File: config.mk
export PLATFORM = sky130hd
export DESIGN_NAME = dequant_idct_8x8_three_plane_core
export DESIGN_NICKNAME = d
export VERILOG_FILES = /design/src/didct_pkg.sv /design/src/didct_xform.sv /design/src/dequant_idct_8x8_three_plane_core.sv
export SDC_FILE = /design/constraint.sdc
export NUM_CORES = 2
export LEC_CHECK = 0
export BUFFER_PORTS_ARGS = -buffer_cell sky130_fd_sc_hd__buf_2
export CAP_MARGIN = 10
export CELL_PAD_IN_SITES_DETAIL_PLACEMENT = 1
export CELL_PAD_IN_SITES_GLOBAL_PLACEMENT = 1
export CORE_UTILIZATION = 40
export DETAILED_ROUTE_END_ITERATION = 8
export GPL_TIMING_DRIVEN = 0
export MAX_ROUTING_LAYER = met4
export PLACE_DENSITY = 0.61
export SLEW_MARGIN = 20
export SYNTH_ARGS = -nofsm -noshare
export SYNTH_HDL_FRONTEND = slang
export SYNTH_SLANG_ARGS = --single-unit
File: constraint.sdc
create_clock -name clk -period 14.5 [get_ports clk]
set_input_delay 0 -clock clk [delete_from_list [all_inputs] [get_ports clk]]
set_output_delay 0 -clock clk [all_outputs]
set_load 0.05 [all_outputs]
File: src/didct_pkg.sv
// Package for the dequantizing 8x8 IDCT core: quantization tables, transform
// constants and the sequencer-to-datapath control struct. No dependencies.
`timescale 1ns / 1ps
package didct_pkg;

	localparam logic [7:0] PosLast = 8'd191;

	localparam logic [11:0] KC1 = 12'd2841;
	localparam logic [11:0] KC2 = 12'd2676;
	localparam logic [11:0] KC3 = 12'd2408;
	localparam logic [11:0] KC5 = 12'd1609;
	localparam logic [11:0] KC6 = 12'd1108;
	localparam logic [11:0] KC7 = 12'd565;
	localparam logic [11:0] KCR = 12'd181;

	function automatic logic [6:0] luma_q(input logic [5:0] i);
		logic [6:0] t [64];
		t = '{7'd16, 7'd11, 7'd10, 7'd16, 7'd24, 7'd40, 7'd51, 7'd61,
			7'd12, 7'd12, 7'd14, 7'd19, 7'd26, 7'd58, 7'd60, 7'd55,
			7'd14, 7'd13, 7'd16, 7'd24, 7'd40, 7'd57, 7'd69, 7'd56,
			7'd14, 7'd17, 7'd22, 7'd29, 7'd51, 7'd87, 7'd80, 7'd62,
			7'd18, 7'd22, 7'd37, 7'd56, 7'd68, 7'd109, 7'd103, 7'd77,
			7'd24, 7'd35, 7'd55, 7'd64, 7'd81, 7'd104, 7'd113, 7'd92,
			7'd49, 7'd64, 7'd78, 7'd87, 7'd103, 7'd121, 7'd120, 7'd101,
			7'd72, 7'd92, 7'd95, 7'd98, 7'd112, 7'd100, 7'd103, 7'd99};
		return t[i];
	endfunction

	function automatic logic [6:0] chroma_q(input logic [5:0] i);
		logic [6:0] t [64];
		t = '{7'd17, 7'd18, 7'd24, 7'd47, 7'd99, 7'd99, 7'd99, 7'd99,
			7'd18, 7'd21, 7'd26, 7'd66, 7'd99, 7'd99, 7'd99, 7'd99,
			7'd24, 7'd26, 7'd56, 7'd99, 7'd99, 7'd99, 7'd99, 7'd99,
			7'd47, 7'd66, 7'd99, 7'd99, 7'd99, 7'd99, 7'd99, 7'd99,
			7'd99, 7'd99, 7'd99, 7'd99, 7'd99, 7'd99, 7'd99, 7'd99,
			7'd99, 7'd99, 7'd99, 7'd99, 7'd99, 7'd99, 7'd99, 7'd99,
			7'd99, 7'd99, 7'd99, 7'd99, 7'd99, 7'd99, 7'd99, 7'd99,
			7'd99, 7'd99, 7'd99, 7'd99, 7'd99, 7'd99, 7'd99, 7'd99};
		return t[i];
	endfunction

	// start command and pass direction for the shared 1D transform unit
	typedef struct packed {
		logic       go;
		logic       col;
	} xf_ctl_t;

	function automatic logic [31:0] asr32(input logic [31:0] v, input logic [3:0] n);
		return 32'($signed(v) >>> n);
	endfunction

endpackage

File: src/didct_xform.sv
// Shared 1D Chen-Wang transform unit: one 32x12 multiplier, stepped by a
// micro-op counter. Depends on didct_pkg.
`timescale 1ns / 1ps
module didct_xform (
	input  logic                 clk,
	input  logic                 arst_n,
	input  didct_pkg::xf_ctl_t   ctl,
	input  logic [15:0]          e_in [8],
	output logic [15:0]          e_out [8],
	output logic                 done
);

	typedef enum logic [1:0] {ST_IDLE, ST_RUN, ST_DONE} st_t;

	st_t         st_q;
	logic [4:0]  op_q;
	logic        col_q;
	logic [31:0] e_q [8];
	logic [31:0] x_q [9];
	logic [31:0] ma_q;
	logic [11:0] mb_q;
	logic [31:0] p_q;
	logic [15:0] o_q [8];
	logic        ac_zero;
	logic [31:0] r32;
	logic [3:0]  sh;
	logic [3:0]  fs;
	logic [31:0] prod;

	assign r32 = col_q ? 32'd4 : 32'd0;
	assign sh = col_q ? 4'd3 : 4'd0;
	assign fs = col_q ? 4'd14 : 4'd8;
	assign prod = 32'(ma_q * {20'd0, mb_q});
	assign ac_zero = (e_q[1] | e_q[2] | e_q[3] | e_q[4] | e_q[5] | e_q[6] | e_q[7]) == 32'd0;

	always_comb begin
		for (int k = 0; k < 8; k++) begin
			e_out[k] = o_q[k];
		end
	end
	assign done = (st_q == ST_DONE);

	// each op loads multiplier operands, consumes an earlier product, or combines terms
	always_ff @(posedge clk or negedge arst_n) begin
		if (!arst_n) begin
			st_q <= ST_IDLE;
			op_q <= '0;
			col_q <= 1'b0;
		end else begin
			case (st_q)
				ST_IDLE: begin
					if (ctl.go) begin
						col_q <= ctl.col;
						for (int k = 0; k < 8; k++) begin
							e_q[k] <= {{16{e_in[k][15]}}, e_in[k]};
						end
						op_q <= '0;
						st_q <= ST_RUN;
					end
				end
				ST_RUN: begin
					op_q <= op_q + 5'd1;
					p_q <= prod;
					case (op_q)
						5'd0: begin
							if (ac_zero) begin
								for (int k = 0; k < 8; k++) begin
									o_q[k] <= col_q ?
										16'(didct_pkg::asr32(e_q[0] + 32'd32, 4'd6)) :
										16'(e_q[0] << 3);
								end
								st_q <= ST_DONE;
							end
							x_q[0] <= col_q ? (e_q[0] << 8) + 32'd8192 : (e_q[0] << 11) + 32'd128;
							x_q[1] <= col_q ? e_q[4] << 8 : e_q[4] << 11;
							ma_q <= e_q[1] + e_q[7]; mb_q <= didct_pkg::KC7;
						end
						5'd1: begin ma_q <= e_q[1]; mb_q <= didct_pkg::KC1 - didct_pkg::KC7; end
						5'd2: begin x_q[8] <= p_q + r32;
							ma_q <= e_q[7]; mb_q <= didct_pkg::KC1 + didct_pkg::KC7; end
						5'd3: begin x_q[4] <= didct_pkg::asr32(x_q[8] + p_q, sh);
							ma_q <= e_q[5] + e_q[3]; mb_q <= didct_pkg::KC3; end
						5'd4: begin x_q[5] <= didct_pkg::asr32(x_q[8] - p_q, sh);
							ma_q <= e_q[5]; mb_q <= didct_pkg::KC3 - didct_pkg::KC5; end
						5'd5: begin x_q[8] <= p_q + r32;
							ma_q <= e_q[3]; mb_q <= didct_pkg::KC3 + didct_pkg::KC5; end
						5'd6: begin x_q[6] <= didct_pkg::asr32(x_q[8] - p_q, sh);
							ma_q <= e_q[2] + e_q[6]; mb_q <= didct_pkg::KC6; end
						5'd7: begin x_q[7] <= didct_pkg::asr32(x_q[8] - p_q, sh);
							ma_q <= e_q[6]; mb_q <= didct_pkg::KC2 + didct_pkg::KC6; end
						5'd8: begin x_q[3] <= p_q + r32;
							ma_q <= e_q[2]; mb_q <= didct_pkg::KC2 - didct_pkg::KC6; end
						5'd9: begin x_q[2] <= didct_pkg::asr32(x_q[3] - p_q, sh);
							x_q[8] <= x_q[0] + x_q[1]; x_q[0] <= x_q[0] - x_q[1]; end
						5'd10: begin x_q[3] <= didct_pkg::asr32(x_q[3] + p_q, sh);
							x_q[1] <= x_q[4] + x_q[6]; x_q[4] <= x_q[4] - x_q[6];
							x_q[6] <= x_q[5] + x_q[7]; x_q[5] <= x_q[5] - x_q[7]; end
						5'd11: begin
							x_q[7] <= x_q[8] + x_q[3]; x_q[8] <= x_q[8] - x_q[3];
							x_q[3] <= x_q[0] + x_q[2]; x_q[0] <= x_q[0] - x_q[2];
							ma_q <= x_q[4] + x_q[5]; mb_q <= didct_pkg::KCR;
						end
						5'd12: begin ma_q <= x_q[4] - x_q[5]; mb_q <= didct_pkg::KCR; end
						5'd13: x_q[2] <= didct_pkg::asr32(p_q + 32'd128, 4'd8);
						5'd14: x_q[4] <= didct_pkg::asr32(p_q + 32'd128, 4'd8);
						default: begin
							o_q[0] <= 16'(didct_pkg::asr32(x_q[7] + x_q[1], fs));
							o_q[1] <= 16'(didct_pkg::asr32(x_q[3] + x_q[2], fs));
							o_q[2] <= 16'(didct_pkg::asr32(x_q[0] + x_q[4], fs));
							o_q[3] <= 16'(didct_pkg::asr32(x_q[8] + x_q[6], fs));
							o_q[4] <= 16'(didct_pkg::asr32(x_q[8] - x_q[6], fs));
							o_q[5] <= 16'(didct_pkg::asr32(x_q[0] - x_q[4], fs));
							o_q[6] <= 16'(didct_pkg::asr32(x_q[3] - x_q[2], fs));
							o_q[7] <= 16'(didct_pkg::asr32(x_q[7] - x_q[1], fs));
							st_q <= ST_DONE;
						end
					endcase
				end
				ST_DONE: st_q <= ST_IDLE;
				default: st_q <= ST_IDLE;
			endcase
		end
	end

`ifndef ASSERT_OFF
	a_go_idle: assert property (@(posedge clk) disable iff (!arst_n)
		ctl.go |-> st_q == ST_IDLE) else $error("transform started while busy");
	a_done_pulse: assert property (@(posedge clk) disable iff (!arst_n)
		done |=> !done) else $error("done held");
	a_op_bound: assert property (@(posedge clk) disable iff (!arst_n)
		st_q == ST_RUN |-> op_q <= 5'd15) else $error("op counter overran");
`endif

endmodule

File: src/dequant_idct_8x8_three_plane_core.sv
// Coefficients are taken one per cycle while busy is low; after a block's 64th,
// 16 one-dimensional passes each gather, transform and write back a line (the
// transform is shorter when the line's AC terms are all zero), then 64 samples
// follow one per cycle. The core is busy from the 64th item to the last sample.
// Reset: arst_n clears position and sequencer, not the block store.
// The receiver cannot stall; results appear for one cycle with valid high.
`timescale 1ns / 1ps
module dequant_idct_8x8_three_plane_core (
	input  logic               clk,
	input  logic               arst_n,
	input  logic               start,
	output logic               busy,
	input  logic signed [15:0] coefficient,
	output logic               valid,
	output logic signed [15:0] sample,
	output logic [1:0]         plane,
	output logic               last
);

	typedef enum logic [2:0] {S_LOAD, S_RD, S_XF, S_WR, S_OUT} st_t;

	st_t              st_q;
	logic [7:0]       pos_q;
	logic [1:0]       plane_q;
	logic [15:0]      mem_q [64];
	logic [15:0]      rd_q;
	logic [15:0]      row_q [8];
	logic [3:0]       line_q;
	logic [3:0]       cnt_q;
	logic [6:0]       oidx_q;
	logic             launch_q;
	didct_pkg::xf_ctl_t ctl;
	logic [15:0]      e_in [8];
	logic [15:0]      e_out [8];
	logic             xf_done;
	logic [5:0]       idx;
	logic [6:0]       q;
	logic [22:0]      prod;
	logic [5:0]       line_addr;
	logic             mem_we;
	logic [5:0]       mem_wa;
	logic [15:0]      mem_wd;
	logic [5:0]       mem_ra;

	assign idx = pos_q[5:0];
	assign q = (pos_q[7:6] == 2'd0) ? didct_pkg::luma_q(idx) : didct_pkg::chroma_q(idx);
	assign prod = 23'(coefficient * $signed({1'b0, q}));
	assign busy = (st_q != S_LOAD);
	assign ctl.go = (st_q == S_XF) && launch_q;
	assign ctl.col = line_q[3];

	// row passes walk along a row, column passes down a column
	assign line_addr = line_q[3] ? {cnt_q[2:0], line_q[2:0]} : {line_q[2:0], cnt_q[2:0]};

	always_comb begin
		for (int k = 0; k < 8; k++) begin
			e_in[k] = row_q[k];
		end
	end

	always_comb begin
		mem_we = 1'b0;
		mem_wa = line_addr;
		mem_wd = e_out[cnt_q[2:0]];
		mem_ra = line_addr;
		case (st_q)
			S_LOAD: begin
				mem_we = start;
				mem_wa = idx;
				mem_wd = prod[15:0];
			end
			S_WR: mem_we = 1'b1;
			S_OUT: mem_ra = oidx_q[5:0];
			default: mem_we = 1'b0;
		endcase
	end

	// block store: one write and one registered read per cycle
	always_ff @(posedge clk) begin
		if (mem_we) mem_q[mem_wa] <= mem_wd;
		rd_q <= mem_q[mem_ra];
	end

	didct_xform u_xf (.clk(clk), .arst_n(arst_n), .ctl(ctl), .e_in(e_in),
		.e_out(e_out), .done(xf_done));

	always_ff @(posedge clk or negedge arst_n) begin
		if (!arst_n) begin
			st_q <= S_LOAD;
			pos_q <= '0;
			plane_q <= '0;
			line_q <= '0;
			cnt_q <= '0;
			oidx_q <= '0;
			launch_q <= 1'b0;
			for (int k = 0; k < 8; k++) row_q[k] <= '0;
			valid <= 1'b0;
			sample <= '0;
			plane <= '0;
			last <= 1'b0;
		end else begin
			valid <= (st_q == S_OUT) && (oidx_q != 7'd0);
			case (st_q)
				S_LOAD: begin
					if (start) begin
						pos_q <= (pos_q == didct_pkg::PosLast) ? 8'd0 : pos_q + 8'd1;
						if (idx == 6'd63) begin
							plane_q <= pos_q[7:6];
							line_q <= '0;
							cnt_q <= '0;
							st_q <= S_RD;
						end
					end
				end
				S_RD: begin
					// read data is registered, so it trails its address into the next cycle
					if (cnt_q != 4'd0) row_q[cnt_q[2:0] - 3'd1] <= rd_q;
					if (cnt_q == 4'd8) begin
						cnt_q <= '0;
						launch_q <= 1'b1;
						st_q <= S_XF;
					end else begin
						cnt_q <= cnt_q + 4'd1;
					end
				end
				S_XF: begin
					if (launch_q) begin
						launch_q <= 1'b0;
					end else if (xf_done) begin
						st_q <= S_WR;
					end
				end
				S_WR: begin
					if (cnt_q == 4'd7) begin
						cnt_q <= '0;
						if (line_q == 4'd15) begin
							oidx_q <= '0;
							st_q <= S_OUT;
						end else begin
							line_q <= line_q + 4'd1;
							st_q <= S_RD;
						end
					end else begin
						cnt_q <= cnt_q + 4'd1;
					end
				end
				S_OUT: begin
					if (oidx_q != 7'd0) begin
						sample <= rd_q + ((plane_q == 2'd0) ? 16'd128 : 16'd0);
						plane <= plane_q;
						last <= (oidx_q == 7'd64);
					end
					oidx_q <= oidx_q + 7'd1;
					if (oidx_q == 7'd64) st_q <= S_LOAD;
				end
				default: st_q <= S_LOAD;
			endcase
		end
	end

`ifndef ASSERT_OFF
	a_pos_range: assert property (@(posedge clk) disable iff (!arst_n)
		pos_q <= didct_pkg::PosLast) else $error("position out of range");
	a_last_valid: assert property (@(posedge clk) disable iff (!arst_n)
		last && valid |=> !valid) else $error("sample after last");
	a_no_out_load: assert property (@(posedge clk) disable iff (!arst_n)
		valid |-> $past(st_q) == S_OUT) else $error("stray strobe");
`endif

endmodule

After elaboration in Yosys (flattened, before gate mapping)
Memories as Yosys holds them, arrays and structs flattened. A register that Yosys moved wholly into a read port is not among the register bits.
Cells that the tools add are included.
{ "op_classes": {"add_sub_neg": 39, "n_mul": 2, "n_div": 0, "n_lt_le_gt_ge": 4, "eq_ne": 38, "shifts": 12, "muxes": 139, "bitwise": 31, "n_reduce_logical": 57} }
{ "op_table": {"columns": ["operator", "n"], "rows": [
  ["32-bit 2-to-1 mux", 20],
  ["32-bit adder", 16],
  ["32-bit subtractor", 12],
  ["32-bit case mux with 11 select lines", 1],
  ["32-bit by 4-bit >>> shifter with 16-bit output", 8],
  ["16-bit 2-to-1 mux", 13],
  ["32-bit bitwise OR", 6],
  ["128-bit bitwise mux", 1],
  ["32-bit OR reduction", 4],
  ["32-bit by 4-bit >>> shifter with 32-bit output", 4],
  ["12-bit case mux with 10 select lines", 1],
  ["32-bit by 8-bit adder with 32-bit output (second input constant)", 2],
  ["1-bit 2-to-1 mux", 56],
  ["7-bit 2-to-1 mux", 7],
  ["16-bit binary-select mux with 3-bit select", 1],
  ["16-bit demux with 3-bit select", 1],
  ["4-bit 2-to-1 mux", 10],
  ["5-bit by 4-bit == test with 1-bit output (second input constant)", 7],
  ["32-bit by 14-bit adder with 32-bit output (second input constant)", 1],
  ["32-bit zero test", 1],
  ["32-bit by 12-bit multiplier with 32-bit output", 1],
  ["3-bit 2-to-1 mux", 10],
  ["22-bit by 6-bit adder with 22-bit output (second input constant)", 1],
  ["1-bit bitwise OR", 22],
  ["56 further kinds", 116]
]} }
{ "word_totals": {"ff_bits": 261, "latchBits": 0, "ramBits": 1696, "romBits": 896, "input_bits": 19, "word_cells": 353, "n_memories": 6} }
{ "memory_table": {"columns": ["name", "depth", "width", "rd", "rd_ports_with_merged_regs", "write_ports", "line_no", "rtl"], "rows": [
  ["mem_q", 64, 16, 1, 1, 1, "dequant_idct_8x8_three_plane_core.sv:25", "logic [15:0] mem_q [64];"],
  ["(name not given)", 64, 7, 1, 0, 0, "didct_pkg.sv:39", "return t[i];"],
  ["(name not given)", 64, 7, 1, 0, 0, "didct_pkg.sv:26", "return t[i];"],
  ["u_xf.x_q", 9, 32, 9, 0, 5, "didct_xform.sv:19", "logic [31:0] x_q [9];"],
  ["u_xf.e_q", 8, 32, 8, 0, 8, "didct_xform.sv:18", "logic [31:0] e_q [8];"],
  ["u_xf.o_q", 8, 16, 8, 0, 8, "didct_xform.sv:23", "logic [15:0] o_q [8];"]
]} }

Longest topological paths before layout
An unclocked memory read counts as a cell.
{ "logic_depth": {"ltp_word": 14, "mapped_depth": 31, "depth_no_buf": 28} }

By module
A second synthesis with hierarchy kept.
{ "hier_totals": {"hier_cells": 11311, "area_unflattened_um2": 124552.0} }
{ "by_module_without_submodules": {"columns": ["module", "n_inst", "cells_per_inst", "area_each_um2", "seq_area_each_um2"], "rows": [
  ["didct_xform", 1, 8426, 72137.9, 18818.0],
  ["dequant_idct_8x8_three_plane_core", 1, 2885, 52414.0, 35499.0]
]} }

Least setup slack after synthesis
No wires, ideal clock.
{ "synth_timing": {"path_type": "register to register", "startpoint": "reg pos_q[0]", "endpoint": "mem mem_q[0][15], data pin", "setup_ps": 548, "arrival_ps": 7856, "t_required_ps": 13952, "slack_ps": 6096, "stages_incl_launch_ff": 29, "synth_period_minus_slack_ps": 8404, "cell_sequence": "dfrtp_1 clkbuf_1 inv_1 ha_1 clkbuf_1 xnor2_1 mux4_2 nand3_1 o21ai_1 clkbuf_1 and2_1 fa_1 inv_1 fa_1 inv_1 fa_1 inv_1 fa_1 inv_1 ha_1 a21boi_0 o21ai_0 nand2b_1 a21o_1 a21oi_1 o21ai_0 o41ai_1 xnor2_1 a21oi_1"} }
{ "synth_via": {"elab_chain_cells": 7, "elab_cells_between_ends": 10, "cone_classes": "mul (1); mux (6); bitwise (1); memory (2)"} }
{ "synth_lines": {"columns": ["element", "line_no", "rtl"], "rows": [
  ["start: declaration", "dequant_idct_8x8_three_plane_core.sv:23", "logic [7:0] pos_q;"],
  ["start signal: assignment", "dequant_idct_8x8_three_plane_core.sv:106", "pos_q <= (pos_q == didct_pkg::PosLast) ? 8'd0 : pos_q + 8'd1;"],
  ["6-bit NOT with 7-bit output (not written as such) *", "didct_pkg.sv:26, didct_pkg.sv:39", null],
  ["memory 64 x 7 bit (on tied branches)", null, null],
  ["7-bit 2-to-1 mux (on tied branches) (2 in series)", "didct_pkg.sv:39, didct_pkg.sv:26", null],
  ["7-bit 2-to-1 mux *", "dequant_idct_8x8_three_plane_core.sv:46", "assign q = (pos_q[7:6] == 2'd0) ? didct_pkg::luma_q(idx) : didct_pkg::chroma_q(idx);"],
  ["16-bit by 8-bit multiplier with 16-bit output *", "dequant_idct_8x8_three_plane_core.sv:47", "assign prod = 23'(coefficient * $signed({1'b0, q}));"],
  ["16-bit 2-to-1 mux *", "dequant_idct_8x8_three_plane_core.sv:66", "case (st_q)"],
  ["named net mem_wd[15]", "dequant_idct_8x8_three_plane_core.sv:42", "logic [15:0] mem_wd;"],
  ["end: declaration", "dequant_idct_8x8_three_plane_core.sv:25", null]
]} }
The timed path passes the listed nets; every way through them passes the cells marked *. The select of a mux whose other input is x is not followed.

Final worst setup path
{ "layout_timing": {"startpoint": "reg pos_q[0]", "endpoint": "mem mem_q[15][14], data pin"} }
The elaborated chain is that of the path after synthesis.

==> impl_metrics.csv <==
group,metric,value,unit
run_status,status,"complete, no violations",
route,firstDrtPassIters,8,
cts,htree_levels,4,
route,totalWireLength,576.6,mm
finish,multi_input_area,64680,sq um
synth,synth_fp_nets,12561,
synth,ys_seq_elements,1845,
cts,cts_tree,"built",
timing,timing_hold_violations_final,0,
finish,fillers,33011,
worst_hold_path,min_path_type,"in -> reg",
synth,ys_seq_area_frac,0.4377,
floorplan,die_area,312500,sq um
floorplan,pin_count,40,
timing,fmax,106.8,MHz
power,swShare,0.3484,
route,vias,98656,
critical_path,end_kind,"register",
synth,syn_avg_cell_area,10.90,sq um
global_route,grt_pass1_vias,99152,
floorplan,start_util,0.4021,
timing,final.period_utilization,0.6458,
power,pwr-share-clk,0.350,
power,p_leak,53.38,nW
finish,final_nets,12965,
timing,period_minus_slack,9364,ps
critical_path,rrSetupSlack,5140,ps
synth,syn_inst,11386,
global_route,grt_pass1_wl,793.0,mm
route,drtIter0Drc,10337,
route,wl_per_cell,35.75,um
finish,syn_to_final_growth,12.94,%
timing,final_max_slew_viol_count,0,
finish,post-route-util,0.4542,
placement,gp_congestion,1.089,
route,drc,0,
timing,fin_tns_setup,0,ps
floorplan,die_x,559.0,um
critical_path,crit_path_top_delay_cell,"a21oi_4",
global_route,grt_overflow,0,
floorplan,core-area,308600,sq um
timing,rsz0062_at_grt,"false",
timing,slew_headroom,0.08469,
cts,clock_sinks,1845,
critical_path,critPathArrivalTime,10080,ps
power,p_int,10.58,mW
global_route,grt.total_usage,0.3721,
synth,synth_cell_types,111,
cts,cts_made_buffers,210,
cts,cts.clk_slew.worst_paths,60,ps
critical_path,critPathMaxStageDelay,710,ps
placement,port_buffers,39,
timing,clock_skew,113.7,ps
finish,layout_common_cells,"1,644 x edfxtp_1, 891 x inv_1, 847 x nand2_1, 843 x ha_1, 816 x a21oi_1",
timing,tightest_slew,1373,ps
power,power_density,115.9,nW/um^2
cts,cts.repair.resized,0,
cts,cts_setup_buffers,0,
finish,final-seq-area,54320,sq um
global_route,antenna_found_initial,34,
synth,ys.flop_type,"edfxtp_1",
route,ant_nets,0,
power,p_seq_frac,0.380,
worst_hold_path,hold_depth,5,
critical_path,crit_required,15220,ps
power,p_sw,5.658,mW
critical_path,worst_path_most_repeated_cell,"a21oi_1",
flow_run,cap_viol_max_count,0,
finish,layout.cells.most_common,"edfxtp_1",
power,ir_drop,0.1114,mV
cts,cts_buffer_depth,4,
power,p_comb_frac,0.270,
global_route,grt_max_degree,85,
critical_path,path_class,"reg -> reg",
cts,cts_hold_buf,5,
placement,dp_hpwl,466.0,mm
cts,clkLatencyLatePin,930,ps
critical_path,reg2regPathDepth,32,
critical_path,critPathMaxFanout,24,
finish,drive_gt1_frac,0.1104,
synth,async_flop_share,0.1003,
floorplan,rows,204,
timing,finalSetupViolCount,0,
floorplan,dieHeight,559.0,um
synth,synth_warnings,0,
cts,clockRootBuffer,"clkbuf_16",
synth,synth_edf_count,1644,
synth,syn_area,124100,sq um
route,vias_per_cell,6.117,
critical_path,timing.critical_path.from_type,"register",
## cell type report
| cell class | count | share of cell area |
|---|---|---|
| Inverter | 898 | 0.02405 |
| Antenna cell | 37 | 0.0006607 |
| Buffer | 580 | 0.01715 |
| Clock inverter | 131 | 0.01170 |
| Clock buffer | 261 | 0.03995 |
| Multi-Input combinational cell | 8063 | 0.4615 |
| Timing Repair Buffer | 192 | 0.02060 |
| Sequential cell | 1845 | 0.3876 |
| Tap cell | 4120 | 0.03678 |
## through the flow
stage	total power [mW]	setup WS (ps)	instance area (sq um)	hold slack, ps	std cells
final	16.24	5136	140100	137.7	16127
after global routing	16.68	4586	140100	156.1	16111
after CTS	16.13	5261	140000	96.98	16089
after detailed placement	10.46	5291	132700	-114.7	15692
after global placement	10.42	1901	129400	423.9	15545
after floorplan	8.698	6096	124100	-295.6	11386
## layer usage
layer	share of wire	track usage	up-vias
li1	-	-	42171
met1	0.40	0.4653	51217
met2	0.45	0.5635	4079
met3	0.068	0.05412	1189
met4	0.080	0.2441	0
met5	0	-	-
## critical path, delay by kind of cell (launching register included)
kind	cells	cell delay, ps
flip-flops	1	420
XOR/XNOR	1	200
adder cells (fa/ha/maj)	6	2260
AND/OR/NAND/NOR	4	570
buffers and inverters	9	2330
AO/OA/AOI/OAI	12	3380
## logic make-up (layout without fill, tap and decap cells)
group	Yosys count	after routing	share of synthesized area
other	0	37	0
flip-flops	1845	1845	0.4377
adder cells (fa/ha/maj)	1156	1156	0.1355
AND/OR/NAND/NOR	2896	2896	0.1103
AO/OA/AOI/OAI	2631	2631	0.1358
multiplexers	628	628	0.08148
buffers and inverters	1478	2062	0.04588
XOR/XNOR	752	752	0.05330
## cell usage after synthesis, types with 91 or more instances
library cell,count,area share
edfxtp_1,1644,0.40
inv_1,891,0.027
nand2_1,854,0.026
ha_1,843,0.085
a21oi_1,821,0.033
nor2_1,810,0.025
xnor2_1,592,0.042
o21ai_0,504,0.020
clkbuf_1,457,0.014
fa_1,313,0.050
mux4_2,291,0.053
a211oi_1,222,0.013
and2_1,203,0.010
nor3_1,202,0.0081
mux2i_1,190,0.015
dfrtp_1,185,0.037
nor2b_1,167,0.0084
nand3_1,163,0.0066
xor2_1,158,0.011
mux2_2,147,0.013
a21o_1,134,0.0081
o21bai_1,127,0.0077
nand2b_1,126,0.0064
a31oi_1,91,0.0046
## flip-flops by register name, summed over array words and instances, names as in the netlist, 7 cells and up
signal and flops:
u_xf.ma_q 32, e_in 128, u_xf.x_q 288, rd_q 16
sample 16, oidx_q 7, u_xf.o_q 128, u_xf.mb_q 12
pos_q 8, u_xf.p_q 32, u_xf.e_q 128, mem_q 1024
## final timing paths
kind	start	endpoint
worst max-delay path	pos_q[0]$_DFFE_PN0P_	mem_q[15][14]$_DFFE_PP_
worst min-delay path	coefficient[1]	mem_q[29][1]$_DFFE_PP_
worst max register to register	pos_q[0]$_DFFE_PN0P_	mem_q[15][14]$_DFFE_PP_
worst min register to register	e_in[20]$_DFFE_PN0P_	u_xf.e_q[1][68]$_DFFE_PP_
max in group asynchronous	arst_n	pos_q[1]$_DFFE_PN0P_
min in group asynchronous	arst_n	sample[1]$_DFFE_PN0P_
## power by group through the flow
stage          Combinational, mW  Clock, mW  Sequential (mW)
4_1_cts                     4.23       5.74             6.15
5_1_grt                     4.63       5.90             6.15
2_1_floorplan               2.64          0             6.06
3_5_place_dp                4.20          0             6.26
3_3_place_gp                4.16          0             6.26
6_report                    4.38       5.69             6.17
(Power assumes the default switching activity.)
